File: config.mk
export PLATFORM = sky130hd
export DESIGN_NAME = delayed_command_queue
export DESIGN_NICKNAME = d
export VERILOG_FILES = /design/src/rtl/core/dcq_pkg.sv /design/src/rtl/core/delayed_command_queue.sv
export SDC_FILE = /design/constraint.sdc
export NUM_CORES = 2
export LEC_CHECK = 0
export ABC_AREA = 1
export BUFFER_PORTS_ARGS = -buffer_cell sky130_fd_sc_hd__buf_2
export CORE_ASPECT_RATIO = 0.6
export CORE_MARGIN = 2
export CORE_UTILIZATION = 62
export DETAILED_ROUTE_END_ITERATION = 16
export PLACE_DENSITY = 0.8
export SLEW_MARGIN = 20
export SYNTH_ARGS = -nofsm -noshare
export SYNTH_HDL_FRONTEND = slang
export SYNTH_SLANG_ARGS = --single-unit
File: constraint.sdc
create_clock -name clock -period 9.3 [get_ports clock]
set_input_delay 0.93 -clock clock [delete_from_list [all_inputs] [get_ports clock]]
set_output_delay 0.93 -clock clock [all_outputs]
set_load 0.03 [all_outputs]
File: src/rtl/core/dcq_pkg.sv
// dcq_pkg: shared types and codes for the delayed command queue.
// No dependencies; used by delayed_command_queue and dcq_checker.

package dcq_pkg;

   localparam int unsigned MAIN_DEPTH_DEF  = 16;
   localparam int unsigned DELAY_DEPTH_DEF = 16;
   // types at or above this count never take the delay ring
   localparam int unsigned TYPE_COUNT      = 32;

   localparam int unsigned TYPE_W = 5;
   localparam int unsigned WORD_W = 32;

   // item operations
   localparam logic [1:0] OP_SEND  = 2'd0;
   localparam logic [1:0] OP_GET   = 2'd1;
   localparam logic [1:0] OP_TICK  = 2'd2;
   localparam logic [1:0] OP_CLEAR = 2'd3;

   // result status
   localparam logic [1:0] STATUS_DONE  = 2'd0;
   localparam logic [1:0] STATUS_EMPTY = 2'd1;
   localparam logic [1:0] STATUS_DROP  = 2'd2;

   // register indexes
   localparam logic REG_MASK = 1'b0;
   localparam logic REG_CODE = 1'b1;

   typedef struct packed {
      logic [TYPE_W-1:0] mtype;
      logic [WORD_W-1:0] word;
      logic [WORD_W-1:0] pointer;
   } msg_entry_type;

endpackage

File: src/rtl/core/delayed_command_queue.sv
// delayed_command_queue: main and delay message rings under a small sequencer.
// Depends on dcq_pkg; checked by dcq_checker (bound in dcq_checker.sv).
//
//  channel   ports                          handshake
//  request   req_op, req_msg_*_in           accepted when start && !busy
//  result    rsp_status .. rsp_delay_pending one cycle, marked by rsp_strobe
//  config    psel/penable/pwrite/paddr/...   written on psel&penable&pwrite
//
// Send, get and clear go from accept in S_IDLE through S_EXEC to the S_RESP
// strobe. A tick with the countdown running only decrements it; otherwise each
// message moved is one main-ring write in S_TICK_EV, then S_TICK_RD waiting
// for the next delay-ring head to come out of the registered delay-ring read.
// Reset is synchronous; both rings come up empty, no clearing pass.
// busy stays high from accept until the result strobe has gone; the receiver
// cannot stall, so no result is ever held back.

module delayed_command_queue #(
   parameter int unsigned MAIN_DEPTH  = dcq_pkg::MAIN_DEPTH_DEF,
   parameter int unsigned DELAY_DEPTH = dcq_pkg::DELAY_DEPTH_DEF
) (
   input  logic                        clock,
   input  logic                        reset,
   input  logic                        start,
   output logic                        busy,
   input  logic [1:0]                  req_op,
   input  logic [dcq_pkg::TYPE_W-1:0]  req_msg_type_in,
   input  logic [dcq_pkg::WORD_W-1:0]  req_msg_word_in,
   input  logic [dcq_pkg::WORD_W-1:0]  req_msg_pointer_in,
   output logic                        rsp_strobe,
   output logic [1:0]                  rsp_status,
   output logic                        rsp_msg_valid,
   output logic [dcq_pkg::TYPE_W-1:0]  rsp_msg_type_out,
   output logic [dcq_pkg::WORD_W-1:0]  rsp_msg_word_out,
   output logic [dcq_pkg::WORD_W-1:0]  rsp_msg_pointer_out,
   output logic [4:0]                  rsp_delay_pending,
   input  logic                        psel,
   input  logic                        penable,
   input  logic                        pwrite,
   input  logic [2:0]                  paddr,
   input  logic [31:0]                 pwdata,
   output logic [31:0]                 prdata,
   output logic                        pready
);

   localparam int unsigned MIDX_W  = $clog2(MAIN_DEPTH);
   localparam int unsigned DIDX_W  = $clog2(DELAY_DEPTH);
   localparam int unsigned MFILL_W = $clog2(MAIN_DEPTH + 1);
   localparam int unsigned DFILL_W = $clog2(DELAY_DEPTH + 1);

   typedef enum logic [2:0] {
      S_IDLE,
      S_EXEC,
      S_TICK_RD,
      S_TICK_EV,
      S_RESP
   } state_type;

   state_type state_ff, state_in;

   logic [31:0]                mask_ff, mask_in;
   logic [dcq_pkg::TYPE_W-1:0] code_ff, code_in;

   logic [1:0]             op_ff, op_in;
   dcq_pkg::msg_entry_type cmd_ff, cmd_in;

   logic [MIDX_W-1:0]  main_rd_ff, main_rd_in, main_wr_ff, main_wr_in;
   logic [MFILL_W-1:0] main_fill_ff, main_fill_in;
   logic [DIDX_W-1:0]  delay_rd_ff, delay_rd_in, delay_wr_ff, delay_wr_in;
   logic [DFILL_W-1:0] delay_fill_ff, delay_fill_in;
   logic [dcq_pkg::WORD_W-1:0] countdown_ff, countdown_in;

   logic [1:0]             status_ff, status_in;
   logic                   valid_ff, valid_in;
   dcq_pkg::msg_entry_type out_ff, out_in;

   dcq_pkg::msg_entry_type main_mem [MAIN_DEPTH];
   dcq_pkg::msg_entry_type delay_mem [DELAY_DEPTH];
   dcq_pkg::msg_entry_type main_rdata_ff, delay_rdata_ff;
   dcq_pkg::msg_entry_type main_wdata;
   logic                   main_we, delay_we;

   logic [MIDX_W-1:0] main_rd_inc, main_wr_inc;
   logic [DIDX_W-1:0] delay_rd_inc, delay_wr_inc;
   logic              main_full, delay_full, delayed;
   logic [dcq_pkg::WORD_W-1:0] dec_operand, dec_result;
   logic [10:0]       dfill_ext;
   logic              cfg_write;

   assign main_rd_inc  = (main_rd_ff == MIDX_W'(MAIN_DEPTH - 1)) ? '0 : main_rd_ff + 1'b1;
   assign main_wr_inc  = (main_wr_ff == MIDX_W'(MAIN_DEPTH - 1)) ? '0 : main_wr_ff + 1'b1;
   assign delay_rd_inc = (delay_rd_ff == DIDX_W'(DELAY_DEPTH - 1)) ? '0 : delay_rd_ff + 1'b1;
   assign delay_wr_inc = (delay_wr_ff == DIDX_W'(DELAY_DEPTH - 1)) ? '0 : delay_wr_ff + 1'b1;

   assign main_full  = (main_fill_ff == MFILL_W'(MAIN_DEPTH));
   assign delay_full = (delay_fill_ff == DFILL_W'(DELAY_DEPTH));
   assign delayed    = (32'(cmd_ff.mtype) < dcq_pkg::TYPE_COUNT) && mask_ff[cmd_ff.mtype];

   // shared decrementer: running countdown, or a delay word being loaded
   assign dec_operand = (state_ff == S_TICK_EV) ? delay_rdata_ff.word : countdown_ff;
   assign dec_result  = dec_operand - 1'b1;

   // configuration port
   assign pready    = 1'b1;
   assign cfg_write = psel && penable && pwrite && pready;
   assign prdata    = (paddr[2] == dcq_pkg::REG_CODE) ? 32'(code_ff) : mask_ff;

   always_comb begin
      mask_in = mask_ff;
      code_in = code_ff;
      if (cfg_write) begin
         if (paddr[2] == dcq_pkg::REG_CODE) begin
            code_in = pwdata[dcq_pkg::TYPE_W-1:0];
         end else begin
            mask_in = pwdata;
         end
      end
   end

   always_comb begin
      state_in      = state_ff;
      op_in         = op_ff;
      cmd_in        = cmd_ff;
      main_rd_in    = main_rd_ff;
      main_wr_in    = main_wr_ff;
      main_fill_in  = main_fill_ff;
      delay_rd_in   = delay_rd_ff;
      delay_wr_in   = delay_wr_ff;
      delay_fill_in = delay_fill_ff;
      countdown_in  = countdown_ff;
      status_in     = status_ff;
      valid_in      = valid_ff;
      out_in        = out_ff;
      main_we       = 1'b0;
      delay_we      = 1'b0;
      main_wdata    = cmd_ff;

      case (state_ff)
         S_IDLE: begin
            if (start) begin
               op_in         = req_op;
               cmd_in.mtype   = req_msg_type_in;
               cmd_in.word    = req_msg_word_in;
               cmd_in.pointer = req_msg_pointer_in;
               status_in     = dcq_pkg::STATUS_DONE;
               valid_in      = 1'b0;
               out_in        = '0;
               state_in      = S_EXEC;
            end
         end

         S_EXEC: begin
            state_in = S_RESP;
            case (op_ff)
               dcq_pkg::OP_SEND: begin
                  if (delayed) begin
                     if (delay_full) begin
                        status_in = dcq_pkg::STATUS_DROP;
                     end else begin
                        delay_we      = 1'b1;
                        delay_wr_in   = delay_wr_inc;
                        delay_fill_in = delay_fill_ff + 1'b1;
                     end
                  end else begin
                     if (main_full) begin
                        status_in = dcq_pkg::STATUS_DROP;
                     end else begin
                        main_we      = 1'b1;
                        main_wr_in   = main_wr_inc;
                        main_fill_in = main_fill_ff + 1'b1;
                     end
                  end
               end
               dcq_pkg::OP_GET: begin
                  if (main_fill_ff == '0) begin
                     status_in = dcq_pkg::STATUS_EMPTY;
                  end else begin
                     valid_in     = 1'b1;
                     out_in       = main_rdata_ff;
                     main_rd_in   = main_rd_inc;
                     main_fill_in = main_fill_ff - 1'b1;
                  end
               end
               dcq_pkg::OP_TICK: begin
                  if (countdown_ff != '0) begin
                     countdown_in = dec_result;
                  end else begin
                     state_in = S_TICK_EV;
                  end
               end
               dcq_pkg::OP_CLEAR: begin
                  delay_rd_in   = '0;
                  delay_wr_in   = '0;
                  delay_fill_in = '0;
                  countdown_in  = '0;
               end
               default: ;
            endcase
         end

         // wait for the new delay-ring head to come out of the read register
         S_TICK_RD: begin
            state_in = S_TICK_EV;
         end

         S_TICK_EV: begin
            if (delay_fill_ff == '0) begin
               state_in = S_RESP;
            end else if (delay_rdata_ff.mtype == code_ff) begin
               delay_rd_in   = delay_rd_inc;
               delay_fill_in = delay_fill_ff - 1'b1;
               countdown_in  = (delay_rdata_ff.word == '0) ? '0 : dec_result;
               state_in      = S_RESP;
            end else if (main_full) begin
               state_in = S_RESP;
            end else begin
               main_we       = 1'b1;
               main_wdata    = delay_rdata_ff;
               main_wr_in    = main_wr_inc;
               main_fill_in  = main_fill_ff + 1'b1;
               delay_rd_in   = delay_rd_inc;
               delay_fill_in = delay_fill_ff - 1'b1;
               state_in      = S_TICK_RD;
            end
         end

         S_RESP: begin
            state_in = S_IDLE;
         end

         default: begin
            state_in = S_IDLE;
         end
      endcase
   end

   always_ff @(posedge clock) begin
      if (reset) begin
         state_ff      <= S_IDLE;
         mask_ff       <= '0;
         code_ff       <= '0;
         main_rd_ff    <= '0;
         main_wr_ff    <= '0;
         main_fill_ff  <= '0;
         delay_rd_ff   <= '0;
         delay_wr_ff   <= '0;
         delay_fill_ff <= '0;
         countdown_ff  <= '0;
      end else begin
         state_ff      <= state_in;
         mask_ff       <= mask_in;
         code_ff       <= code_in;
         main_rd_ff    <= main_rd_in;
         main_wr_ff    <= main_wr_in;
         main_fill_ff  <= main_fill_in;
         delay_rd_ff   <= delay_rd_in;
         delay_wr_ff   <= delay_wr_in;
         delay_fill_ff <= delay_fill_in;
         countdown_ff  <= countdown_in;
      end
   end

   always_ff @(posedge clock) begin
      op_ff     <= op_in;
      cmd_ff    <= cmd_in;
      status_ff <= status_in;
      valid_ff  <= valid_in;
      out_ff    <= out_in;
   end

   // ring stores: one write and one registered read each
   always_ff @(posedge clock) begin
      if (main_we) begin
         main_mem[main_wr_ff] <= main_wdata;
      end
      main_rdata_ff <= main_mem[main_rd_ff];
   end

   always_ff @(posedge clock) begin
      if (delay_we) begin
         delay_mem[delay_wr_ff] <= cmd_ff;
      end
      delay_rdata_ff <= delay_mem[delay_rd_ff];
   end

   assign dfill_ext = 11'(delay_fill_ff);

   assign busy                = (state_ff != S_IDLE);
   assign rsp_strobe          = (state_ff == S_RESP);
   assign rsp_status          = status_ff;
   assign rsp_msg_valid       = valid_ff;
   assign rsp_msg_type_out    = out_ff.mtype;
   assign rsp_msg_word_out    = out_ff.word;
   assign rsp_msg_pointer_out = out_ff.pointer;
   assign rsp_delay_pending   = (dfill_ext > 11'd31) ? 5'd31 : dfill_ext[4:0];

endmodule

---- Yosys cells after proc, flatten, opt, wreduce, memory -nomap -nowiden ----
Memory sizes are Yosys's and may differ from the RTL's. A register that Yosys moved wholly into a read port is not among the register bits.
Index checks and enable logic that the tools add are counted.
word-level totals
  register bits ........................... 241
  RAM bits ................................ 2208
  input port bits ......................... 112
  output and inout port bits .............. 112
  word-level logic and storage cells ...... 178
  memories ................................ 2
cells by class
  add/subtract/negate cells ............... 9
  $lt $le $gt $ge ......................... 2
  equal/unequal tests ..................... 37
  multiplexer cells ....................... 83
  bitwise operators ....................... 2
  reductions and logical operators ........ 24
memories
  name       depth  width  rd ports  clocked after Yosys merged registers in  write ports  RTL line                     source
  delay_mem  16     69     1         1                                        1            delayed_command_queue.sv:77  dcq_pkg::msg_entry_type delay_mem [DELAY_DEPTH];
  main_mem   16     69     1         1                                        1            delayed_command_queue.sv:76  dcq_pkg::msg_entry_type main_mem [MAIN_DEPTH];
operator list
  cell                                                                   number
  69-bit two-way mux                                                     7
  32-bit two-way mux                                                     6
  69-bit one-hot mux with 2 select lines                                 1
  32-bit one-hot mux with 2 select lines                                 2
  4-bit two-way mux                                                      15
  5-bit two-way mux                                                      11
  5-bit one-hot mux with 2 select lines                                  4
  32-bit logical NOT                                                     1
  32-bit nonzero test                                                    1
  32-bit by 1-bit subtractor with 32-bit output (second input constant)  1
  4-bit one-hot mux with 2 select lines                                  3
  3-bit two-way mux                                                      6
  3-bit inequality test (second input constant)                          6
  6-bit AND reduction                                                    3
  1-bit two-way mux                                                      17
  4-bit by 1-bit adder with 4-bit output (second input constant)         4
  4-bit == test (second input constant)                                  4
  2-bit inequality test (second input constant)                          7
  3-bit one-hot mux with 4 select lines                                  1
  4-bit AND reduction                                                    3
  5-bit by 1-bit adder with 5-bit output (second input constant)         2
  5-bit == test (second input constant)                                  2
  5-bit logical NOT                                                      2
  2-bit two-way mux                                                      5
  25 further kinds                                                       43

---- Depth between registers and ports, before layout ----
  depth after elaboration ................. 7
  depth in mapped cells ................... 16
  mapped depth without buffers ............ 14

---- Least setup slack after synthesis ----
No wires, ideal clock.
  kind .................................... reg2reg
  start ................................... register cmd_ff[64] in the netlist's numbering
  end ..................................... memory delay_mem[15][0] in the netlist's numbering (enable)
  library setup time ...................... 0.581 ns
  arrival ................................. 6.266 ns
  data required time ...................... 8.719 ns
  setup slack ............................. 2.453 ns
  stages on the path, launching flop included .. 14
  path buffers ............................ 2
  clock period less this slack ............ 6.847 ns
  path through ............................ edfxtp_1 buf_2 inv_2 buf_4 nand2_1 nand3_1 nand3_1 nand2_1 nand2_1 nand3_1 nand2_1 inv_1 nand2_1 nor3_1
on the way
  word-level cells in the longest chain between the ends .. 7
RTL lines
  what                                       RTL line                      source
  from (decl)                                delayed_command_queue.sv:64   dcq_pkg::msg_entry_type cmd_ff, cmd_in;
  from (signal assigned)                     delayed_command_queue.sv:264  cmd_ff <= cmd_in;
  1-bit binary-select mux with 5-bit select  delayed_command_queue.sv:96   assign delayed = (32'(cmd_ff.mtype) < dcq_pkg::TYPE_COUNT) && mask_ff[cmd_ff.mtype];
  1-bit two-way mux (implied by the code)    delayed_command_queue.sv:96
  1-bit two-way mux                          delayed_command_queue.sv:155  if (delayed) begin
  1-bit two-way mux                          delayed_command_queue.sv:153  case (op_ff)
  1-bit two-way mux                          delayed_command_queue.sv:137  case (state_ff)
  1-bit two-way mux                          delayed_command_queue.sv:279  if (delay_we) begin
  1-bit two-way mux (implied by the code)    delayed_command_queue.sv:280  delay_mem[delay_wr_ff] <= cmd_ff;
  to (decl)                                  delayed_command_queue.sv:77
No other way between the ends. The select of a mux whose other input is x is not followed.

---- Worst setup path after layout ----
  start ................................... register cmd_ff[65] in the netlist's numbering
  end ..................................... memory delay_mem[12][36] in the netlist's numbering (enable)
The elaborated chain is that of the path after synthesis.

==> out/qor.csv <==
stage,metric,value,unit
status,status,"finished, final reports clean",
hold_path,holdPathEnd,op_ff[1],
grt,globalRoute.totalOverflow,0,
routing,antenna_left,0,
synthesis,mappedNetlistNets,7461,
die,dieHeight,316,um
cells_and_area,fin_util,0.688,
worst_setup_path,cp.arrival,5.97,ns
routing,firstDrtPassIters,6,
die,rows,114,
worst_setup_path,critPathMaxFanout,26,
grt,antenna_found_initial,8,
synthesis,netlist_area,0.100,mm^2
worst_setup_path,r2r_end,delay_mem[12][36],
cts,clkLatencyLatePin,0.88,ns
routing,post_drt_wl_per_cell,25.4,um
timing,final_hold_viol_count,0,
cts,cts_tree,yes,
place,gp_congestion,0.895,
synthesis,ys_seq_area_frac,0.750,
grt,grt_usage,0.297,
die,start_util,0.624,
grt,grt_max_degree,239,
grt,grt_pass1_wl,368000,um
timing,setup_tns,0,ns
synthesis,synth_cells,7333,
worst_setup_path,r2r_slack,3.82,ns
cts,cts_made_buffers,214,
place,dpl_cell_area,0.104,mm^2
hold_path,min_path_type,in2reg,
power,power.leakage,36.6,nW
place,io_buffers,220,
place,dpl.hpwl,137000,um
synthesis,synth_cell_types,47,
synthesis,synth_edf_count,2351,
die,design.die.area,0.165,mm^2
worst_setup_path,cp-end-kind,flop,
timing,relSlewSlack,0.0262,
worst_setup_path,timing.rr.start,cmd_ff[65],
synthesis,syn_avg_cell_area,13.7,um^2
hold_path,hp-start,req_op[1],
synthesis,synth_ff_type,edfxtp_1,
cells_and_area,seq_area,0.0753,mm^2
worst_setup_path,worst_r2r_path_depth,14,
cts,clk_root_buffer_cell,clkbuf_16,
hold_path,hold_depth,1,
cells_and_area,drive_above_1_share,0.104,
cts,cts_setup_buffers,0,
cells_and_area,fillers,10355,
cells_and_area,nNetsFinal,7539,
synthesis,ys_seq_elements,2587,
cts,path_clk_slew,0.07,ns
power,power_per_cell_area,227,mW/mm^2
routing,post-route-drc-count,0,
timing,finClkSkew,0.0427,ns
worst_setup_path,required,9.80,ns
timing,whs,0.221,ns
synthesis,synth_warnings,0,
die,ios,224,
synthesis,synth_top_cell_by_area,edfxtp_1,
cells_and_area,synthToLayoutAreaGrowth,10.3,%
routing,vias,62592,
die,core,0.161,mm^2
timing,fmax,183,MHz
grt,grt_pass1_vias,60139,
timing,min_period,5.48,ns
routing,drt_iter0_markers,9066,
timing,tightest_slew,1.46,ns
worst_setup_path,crit_path_start_kind,flop,
timing,drv_slew,0,
run,drv_cap,0,
cells_and_area,multi_input_area,0.0225,mm^2
timing,setup_viol,0,
cells_and_area,final_cell_area,0.111,mm^2
routing,drt_wl_total,247000,um
timing,rsz0062_at_grt,no,
cts,cts.path.max_buffers,3,
cts,hold_buffers,0,
cts,htreeDepth,4,
power,finalPower,0.0252,W
synthesis,synthTopCellsByArea,"edfxtp_1, dfxtp_1, nor2_1",
synthesis,synth_top_area_frac,0.703,
timing,finalCritPeriodShare,0.589,
cts,cts_resized,0,
routing,vias_per_cell,6.42,
power,ir_drop,0.252,mV
die,die_w,523,um
worst_setup_path,critPathKind,reg2reg,
cts,clock_sink_count,2587,
synthesis,async_flop_share,0,
==> registers in the layout, summed over array words and instances, names as in the netlist, 5 cells and up <==
register / cells
main_fill_ff: 5
main_mem: 1104
rsp_msg_pointer_out: 32
rsp_msg_word_out: 32
code_ff: 5
countdown_ff: 32
main_rdata_ff: 69
delay_rdata_ff: 69
delay_mem: 1104
cmd_ff: 69
rsp_msg_type_out: 5
delay_fill_ff: 5
mask_ff: 32
==> cells by family after synthesis <==
kind of cell | synth area share
DFF | 0.750
xor gates and xnor gates | 0.00174
other | 0.0000374
adders and majority gates | 0.00199
and+or+nand+nor | 0.0914
muxes | 0.0347
AOI/OAI and AO/OA | 0.0913
buffers and inverters | 0.0285
==> power breakdown <==
group	internal, W	total (W)	switching (W)
logic	0.000705	0.00253	0.00183
clock network	0.00508	0.00917	0.00409
registers	0.0131	0.0135	0.000317
==> critical path, cell delays in order (launching register included) <==
cell      delay (ns)
edfxtp_1        0.91
clkinv_1        0.51
nand3_1         0.20
nand3_1         0.09
nand2_1         0.11
nand2_1         0.06
nand3_1         0.15
nand2_1         0.12
inv_1           0.08
nand2_1         0.15
nor2_1          0.39
nand2_1         0.34
nor2_4          0.76
buf_4           0.60
buf_4           0.54
==> metrics by stage <==
stage / cells / setup WS, ns
finish: 9752 / 3.82
global route: 9748 / 3.59
CTS: 9746 / 3.98
detailed placement: 9341 / 4.00
global placement: 9341 / 4.11
floorplan: 7333 / 2.45
==> how the worst max path moves through the flow <==
stage,start,end,slack [ns],depth (start not counted)
finish,cmd_ff[65],delay_mem[12][36],3.82,14
floorplan,cmd_ff[64],delay_mem[15][0],2.45,13
global route,cmd_ff[65],delay_mem[12][38],3.59,14
CTS,cmd_ff[65],delay_mem[12][38],3.98,14
detailed placement,cmd_ff[65],delay_mem[12][36],4.00,14
global placement,cmd_ff[65],delay_mem[12][36],4.11,14
==> metal layers <==
layer / GRT usage / wire [um]
met5: 0 / 41
met4: 0.0740 / 4730
met3: 0.0563 / 29900
met2: 0.452 / 112000
met1: 0.449 / 101000
==> synth_stat cells, drive strengths merged (10+ instances only) <==
library cell	n
buf	102
dfxtp	236
nand3b	11
a21oi	84
edfxtp	2351
inv	236
ha	16
o32ai	197
nor2	1233
nand2	669
mux2i	348
nand4	26
o221ai	347
o22ai	10
o21ai	671
nor3	21
xor2	13
clkbuf	378
nand3	298
o211ai	59
==> cell type report <==
cell class | instances | share of cell area
Clock inverter | 110 | 0.0105
Timing Repair Buffer | 342 | 0.0189
Sequential cell | 2587 | 0.681
Inverter | 239 | 0.00833
Tap cell | 2146 | 0.0243
Antenna cell | 6 | 0.000136
Multi-Input combinational cell | 4027 | 0.203
Clock buffer | 295 | 0.0539
==> placed cells by master, fill, tap and decap left out, types with 13 or more instances in the layout <==
cell type | synthesis | routed
buf_4 | 4 | 116
a21oi_1 | 84 | 84
o221ai_1 | 347 | 347
xor2_1 | 13 | 13
ha_1 | 16 | 16
nor3_1 | 20 | 19
nor2_4 | 6 | 41
clkbuf_16 | 0 | 218
mux2i_1 | 348 | 348
nand2_1 | 659 | 659
nand4_1 | 25 | 25
nor2_1 | 1214 | 1179
buf_2 | 55 | 220
edfxtp_1 | 2351 | 2351
o21ai_0 | 650 | 638
clkinv_1 | 3 | 20
o211ai_1 | 59 | 59
dfxtp_1 | 236 | 229
clkinv_2 | 0 | 53
bufinv_16 | 0 | 21
o32ai_1 | 197 | 197
clkbuf_8 | 0 | 21
inv_1 | 229 | 226
o21ai_2 | 13 | 24
nand3_1 | 297 | 297
clkbuf_1 | 378 | 54
Power figures use the tool's default switching activity.
